===== config.mk =====
export PLATFORM = sky130hd
export DESIGN_NAME = m3inv_front
export DESIGN_NICKNAME = d
export VERILOG_FILES = /design/src/rtl/m3inv_pkg.sv /design/src/rtl/m3inv_front.sv
export SDC_FILE = /design/constraint.sdc
export NUM_CORES = 1
export LEC_CHECK = 0
export ABC_AREA = 0
export BUFFER_PORTS_ARGS = -buffer_cell sky130_fd_sc_hd__buf_2
export CORE_AREA = 4 4 241 267
export CTS_BUF_LIST = sky130_fd_sc_hd__clkbuf_4
export CTS_CLUSTER_SIZE = 14
export DETAILED_ROUTE_END_ITERATION = 16
export DIE_AREA = 0 0 245 271
export GPL_TIMING_DRIVEN = 0
export PLACE_DENSITY = 0.58
export SETUP_SLACK_MARGIN = 0.2
export SLEW_MARGIN = 20
export SYNTH_ARGS = -nofsm -noshare
export SYNTH_HDL_FRONTEND = slang
export SYNTH_SLANG_ARGS = --single-unit

===== constraint.sdc =====
create_clock -name clk -period 41 [get_ports clk]
set_input_delay 4.1 -clock clk [delete_from_list [all_inputs] [get_ports clk]]
set_output_delay 4.1 -clock clk [all_outputs]
set_load 0.03 [all_outputs]

===== src/rtl/m3inv_pkg.sv =====
// Shared types and constants for the 3x3 matrix inverse unit.
package m3inv_pkg;

    localparam int ELEMENT_WIDTH_DEF = 32;
    localparam int FRACTION_BITS_DEF = 16;
    localparam int EPS_W = 16;
    localparam int NUM_ELEM = 9;
    localparam int OP_INVERT = 0;
    localparam int OP_SET_FALLBACK = 1;
    localparam int IN_DATA_W = 288;
    localparam int OUT_DATA_W = 288;
    localparam int QUEUE_DEPTH = 2;

    // One queued job: the matrix with its operation code.
    typedef struct packed {
        logic                  op;
        logic [NUM_ELEM*32-1:0] mat;
    } m3inv_job_t;

endpackage


===== src/rtl/m3inv_front.sv =====
// Front end: accepts input beats, trims elements and queues every job in arrival order.
module m3inv_front
    import m3inv_pkg::*;
#(
    parameter int ELEMENT_WIDTH = ELEMENT_WIDTH_DEF
)
(
    input  logic                  clk,
    input  logic                  rst_n,
    input  logic                  in_valid,
    output logic                  in_ready,
    input  logic                  in_op,
    input  logic [IN_DATA_W-1:0]  in_mat,
    output logic                  q_valid,
    input  logic                  q_ready,
    output logic                  q_op,
    output logic [IN_DATA_W-1:0]  q_mat
);

    m3inv_job_t           q_job_reg [QUEUE_DEPTH];
    logic [1:0]           q_count_reg, q_count_next;
    logic                 q_rd_reg, q_wr_reg;
    logic                 push, pop;
    logic [IN_DATA_W-1:0] ext_mat;

    // Keep only the low element bits, sign-extended to 32.
    always_comb
    begin
        for (int i = 0; i < NUM_ELEM; i++)
        begin
            ext_mat[i*32 +: 32] = 32'(signed'(in_mat[i*32 +: ELEMENT_WIDTH]));
        end
    end

    // Both kinds of beat go through the queue so that fallback writes stay in order.
    assign in_ready = (q_count_reg != 2'(QUEUE_DEPTH));
    assign push     = in_valid && in_ready;
    assign q_valid  = (q_count_reg != 2'd0);
    assign pop      = q_valid && q_ready;
    assign q_op     = q_job_reg[q_rd_reg].op;
    assign q_mat    = q_job_reg[q_rd_reg].mat;
    assign q_count_next = q_count_reg + 2'(push) - 2'(pop);

    // Queue pointers and count.
    always_ff @(posedge clk or negedge rst_n)
    begin
        if (!rst_n)
        begin
            q_count_reg  <= '0;
            q_rd_reg     <= 1'b0;
            q_wr_reg     <= 1'b0;
        end
        else
        begin
            q_count_reg <= q_count_next;
            if (push)
                q_wr_reg <= ~q_wr_reg;
            if (pop)
                q_rd_reg <= ~q_rd_reg;
        end
    end

    // Queue storage.
    always_ff @(posedge clk)
    begin
        if (push)
        begin
            q_job_reg[q_wr_reg].op  <= in_op;
            q_job_reg[q_wr_reg].mat <= ext_mat;
        end
    end

endmodule


==> results of run 1 <==
==> final cells by class <==
class / count / area [um2] / area share
Timing Repair Buffer: 602 / 3350 / 0.121
Clock buffer: 211 / 1580 / 0.0571
Clock inverter: 43 / 309 / 0.0111
Antenna cell: 13 / 32.5 / 0.00117
Multi-Input combinational cell: 301 / 3730 / 0.135
Inverter: 1 / 3.75 / 0.000135
Tap cell: 833 / 1040 / 0.0376
Buffer: 32 / 231 / 0.00834
Sequential cell: 582 / 17500 / 0.629
==> where the power goes <==
part | switching (mW) | internal, mW | total (mW)
clock network | 0.225 | 0.263 | 0.488
registers | 0.0265 | 0.811 | 0.837
logic | 0.550 | 0.304 | 0.854
==> path summary, 6_finish.rpt <==
check	start	to
worst min register to register	q_count_reg[0]	q_count_reg[0]
worst max register to register	q_count_reg[1]	q_job_reg[0][98]
max in group asynchronous	rst_n	q_rd_reg
worst min-delay path	q_count_reg[0]	q_count_reg[0]
worst max-delay path	q_rd_reg	q_mat[174]
min in group asynchronous	rst_n	q_wr_reg
==> metal layers <==
metal / up-vias / share of wire
li1: 5304 / -
met1: 5612 / 0.35
met2: 496 / 0.51
met3: 113 / 0.11
met4: 22 / 0.024
met5: - / 0.0027
==> cell usage in the layout, fill, tap and decap left out, drive strengths merged <==
cell type	count
and3	1
and2	1
nand2b	1
mux2	289
bufinv	4
nor2	1
xor2	1
edfxtp	578
diode	13
or2	1
nand2	1
ha	2
dfrtp	4
clkbuf	211
inv	8
clkinvlp	2
buf	634
xnor2	3
clkinv	30
==> critical path, stage by stage (launching register included) <==
cell and delay [ns]:
dfrtp_1 0.34, buf_2 0.35, buf_2 0.44, mux2_2 0.42, buf_2 0.19
==> cell usage after synthesis <==
cell / number
edfxtp_1: 578
mux2_2: 189
mux2_4: 100
buf_2: 20
buf_6: 11
dfrtp_1: 4
xnor2_1: 3
ha_1: 2
and2_1: 1
and3_1: 1
buf_4: 1
inv_1: 1
nand2_1: 1
nand2b_1: 1
nor2_1: 1
or2_2: 1
xor2_1: 1
==> kinds of logic after synthesis <==
| kind of cell | Yosys count | share of synthesized area |
|---|---|---|
| xor+xnor | 4 | 0.00164 |
| fa+ha+maj | 2 | 0.00117 |
| buf+inv | 33 | 0.0110 |
| flops | 582 | 0.815 |
| mux | 289 | 0.170 |
| simple gates | 6 | 0.00152 |
==> flow_metrics.py, run 1 <==
metrics = {
    "timing": {
        "fin_tns_setup_ns": 0,
        "period_minus_slack_ns": 6.79,
        "grt_setup_unrepaired": "no",
        "tightest_slew_ns": 0.699,
        "period_share": 0.166,
        "skew_ns": 0.0724,
        "drv_slew": 0,
        "fin_hold_ws_ns": 0.533,
        "hold_viol": 0,
        "final.setup.worst_slack_ns": 34.21,
        "finalSetupViolCount": 0,
        "maxClockFrequency_mhz": 147,
        "slew_headroom": 0.534,
    },
    "finish": {
        "fin_nets": 1965,
        "drive_gt1_frac": 0.652,
        "postLayoutCoreUtil": 0.449,
        "fin_area_um2": 27700,
        "fill_cells": 5565,
        "largest_register_ff_count": 578,
        "area_delta_synth_final_pct": 29.6,
        "final-instance-count-excl-fill": 2618,
    },
    "global_route": {
        "grt_use_total": 0.150,
        "grt_pass1_wl_um": 74100,
        "grt_pass1_vias": 12600,
        "busiest_layer": "met2",
        "antenna_found_initial": 25,
        "grt_overflow_total": 0,
        "grtUsageMet2": 0.260,
        "met1_usage": 0.151,
        "grt_max_degree": 53,
        "use_met3": 0.0785,
    },
    "floorplanning": {
        "boundaryPins": 584,
        "fp.dieW_um": 245,
        "die-area_um2": 66400,
        "row_count": 96,
        "die_y_um": 271,
        "fp.coreArea_um2": 61700,
        "initial_core_util": 0.347,
    },
    "yosys": {
        "syn_avg_cell_area_um2": 23.4,
        "synth_area_um2": 21400,
        "synthTopCellsByArea": "edfxtp_1 81%, mux2_2 9.9%, mux2_4 7.0%",
        "synth_cell_types": 17,
        "ys_ff_latch": 582,
        "synth_top_cell_by_area": "edfxtp_1",
        "netlist.area_leader.share": 0.811,
        "synthCells": 916,
        "synth_nets": 1211,
        "seq_area_frac_synth": 0.815,
        "yosys_warnings": 0,
    },
    "clock_tree": {
        "h-tree-depth": 4,
        "clk_latency_ns": 0.92,
        "clockRootBuffer": "clkbuf_4",
        "clock-sinks": 582,
        "cts_hold_buf": 0,
        "cts_made_buffers": 150,
        "clockBufferDepth": 3,
        "cts_tree": "done",
        "postCtsSetupBuffers": 0,
        "clk_pin_slew_worst_paths_ns": 0.06,
        "cts.repair.resized": 0,
    },
    "detailed_routing": {
        "dr.pass1.iters": 4,
        "viasPerCell": 4.41,
        "routed_wl_um": 51000,
        "final_antenna_net_count": 0,
        "dr_total_vias": 11500,
        "drtIter0Drc": 450,
        "drc": 0,
        "wl_per_cell_um": 19.5,
    },
    "critical_path": {
        "r2r_cells": 7,
        "worstPathArrival_ns": 2.69,
        "end_kind": "output pin",
        "rrSetupSlack_ns": 38.48,
        "start_kind": "flip-flop",
        "required_ns": 36.90,
        "worstSetupPathType": "reg -> out",
        "cp_max_fo": 10,
    },
    "power_and_ir_drop": {
        "irDropWorstVdd_uv": 45.5,
        "p_leak_nw": 10.8,
        "powerDensity_nw_per_um2": 78.5,
        "total_power_mw": 2.18,
    },
    "place": {
        "postPlaceCellArea_um2": 25800,
        "place_congestion": 0.765,
        "dpl.hpwl_um": 36800,
        "dp_slack_ns": 34.86,
        "io_buffer_count": 583,
        "dp.cells": 2351,
    },
    "min_path": {
        "min_path_cells": 1,
        "hp-class": "reg -> reg",
    },
    "flow_run": {
        "maxCapViolations": 0,
    },
    "run_status": {
        "status": "completed",
    },
}
Power figures use the tool's default switching activity.
==> inputs of run 2 (changes only) <==
Settings changed: PLACE_DENSITY 0.58 to 0.6.
Clock period 41 ns to 5.7 ns, I/O delays scaled along.
==> flow_metrics.py, run 2 (synthesis results as in run 1) <==
metrics = {
    "global_route": {
        "antenna_found_initial": 4,
        "grt_use_total": 0.156,
        "grt_pass1_wl_um": 79300,
        "grt_max_degree": 48,
        "grt_pass1_vias": 14200,
        "grt_overflow_total": 0,
    },
    "finish": {
        "final_cell_mix": "603 x buf_2, 578 x edfxtp_1, 293 x dlygate4sd3_1",
        "fin_nets": 2261,
        "largest_register_ff_count": 578,
        "drive_gt1_frac": 0.564,
        "layout_commonest_cell": "buf_2",
        "fin_area_um2": 30700,
        "area_delta_synth_final_pct": 43.4,
        "fill_cells": 5217,
    },
    "power_and_ir_drop": {
        "total_power_mw": 15.9,
        "p_leak_nw": 12.0,
        "powerDensity_nw_per_um2": 519,
        "irDropWorstVdd_uv": 315,
    },
    "floorplanning": {
        "initial_core_util": 0.347,
        "fp.dieW_um": 245,
        "row_count": 96,
        "die_y_um": 271,
        "boundaryPins": 584,
        "die-area_um2": 66400,
        "fp.coreArea_um2": 61700,
    },
    "clock_tree": {
        "clk_latency_ns": 0.91,
        "clk_pin_slew_worst_paths_ns": 0.07,
        "cts_made_buffers": 152,
        "h-tree-depth": 4,
        "clock-sinks": 582,
        "clockBufferDepth": 3,
        "cts_tree": "done",
        "cts.repair.resized": 0,
        "clockRootBuffer": "clkbuf_4",
    },
    "critical_path": {
        "cp_max_fo": 10,
        "worstPathArrival_ns": 2.63,
        "r2r-start": "q_count_reg[1]",
        "worstSetupPathType": "reg -> out",
        "rrSetupSlack_ns": 2.93,
        "r2r_cells": 8,
        "start_kind": "flip-flop",
        "end_kind": "output pin",
        "required_ns": 5.13,
        "r2r_end": "q_job_reg[0][278]",
    },
    "detailed_routing": {
        "drc": 0,
        "drtIter0Drc": 413,
        "routed_wl_um": 52900,
        "dr_total_vias": 12700,
        "final_antenna_net_count": 0,
        "wl_per_cell_um": 18.2,
        "dr.pass1.iters": 6,
        "viasPerCell": 4.36,
    },
    "timing": {
        "tightest_slew_ns": 0.846,
        "period_minus_slack_ns": 3.20,
        "period_share": 0.561,
        "maxClockFrequency_mhz": 313,
        "hold_viol": 0,
        "slew_headroom": 0.435,
        "drv_slew": 0,
        "skew_ns": 0.0416,
        "finalSetupViolCount": 0,
        "grt_setup_unrepaired": "no",
    },
    "min_path": {
        "min-delay-start": "in_mat[59]",
        "worstHoldEndpoint": "q_job_reg[0][59]",
        "hp-class": "in -> reg",
        "min_path_cells": 2,
    },
    "flow_run": {
        "maxCapViolations": 0,
    },
    "place": {
        "io_buffer_count": 583,
        "postPlaceCellArea_um2": 25800,
        "place_congestion": 0.752,
        "dpl.hpwl_um": 35700,
    },
    "run_status": {
        "status": "completed",
    },
}
run 2: timing repair:
item / 4_1_cts / 5_1_grt
endpoints found under the hold margin: 585 / 0
buffers inserted: 0 / 0
hold buffers: 293 / 0
run 2: stage by stage:
step	cells	setup slack [ns]	hold slack, ns	TNS (ns)	util
after floorplan	916	0.210	0.274	0	-
final	2904	2.50	0.361	0	0.497
after CTS	2898	2.19	0.191	0	0.497
after global placement	2332	-2.42	0.377	-963.76	0.411
after detailed placement	2352	2.76	0.381	0	0.419
after global routing	2904	2.20	0.218	0	0.497
run 2: how the worst max path moves through the flow:
stage / startpoint / to / slack (ns)
after global placement: in_valid / q_job_reg[0][159] / -2.42
after global routing: q_rd_reg / q_mat[173] / 2.20
final: q_rd_reg / q_mat[173] / 2.50
after detailed placement: in_valid / q_job_reg[0][163] / 2.76
after CTS: q_rd_reg / q_mat[173] / 2.19
after floorplan: q_count_reg[1] / q_job_reg[0][0] / 0.21
run 2: worst max-delay path, cell delays in order (launching register included):
cell     delay (ns)
dfrtp_1        0.33
buf_2          0.28
buf_2          0.46
mux2_2         0.44
buf_2          0.20
run 2: area by class of cell:
type | instances | area, um2 | area share
Timing Repair Buffer | 896 | 6310 | 0.206
Antenna cell | 6 | 15.0 | 0.000489
Multi-Input combinational cell | 301 | 3740 | 0.122
Sequential cell | 582 | 17500 | 0.568
Inverter | 1 | 3.75 | 0.000122
Tap cell | 833 | 1040 | 0.0339
Clock inverter | 33 | 259 | 0.00843
Clock buffer | 220 | 1650 | 0.0538
Buffer | 32 | 231 | 0.00754
run 2: routing by layer:
metal	vias to the layer above	global-route usage	part of all wire
li1	5877	-	-
met1	6176	0.158	0.35
met2	502	0.277	0.53
met3	103	0.0683	0.089
met4	0	0.0691	0.029
met5	-	0	0
run 2: power by group:
part	internal [mW]	switching, mW
Combinational	2.33	4.00
Clock	1.94	1.62
Sequential	5.83	0.200
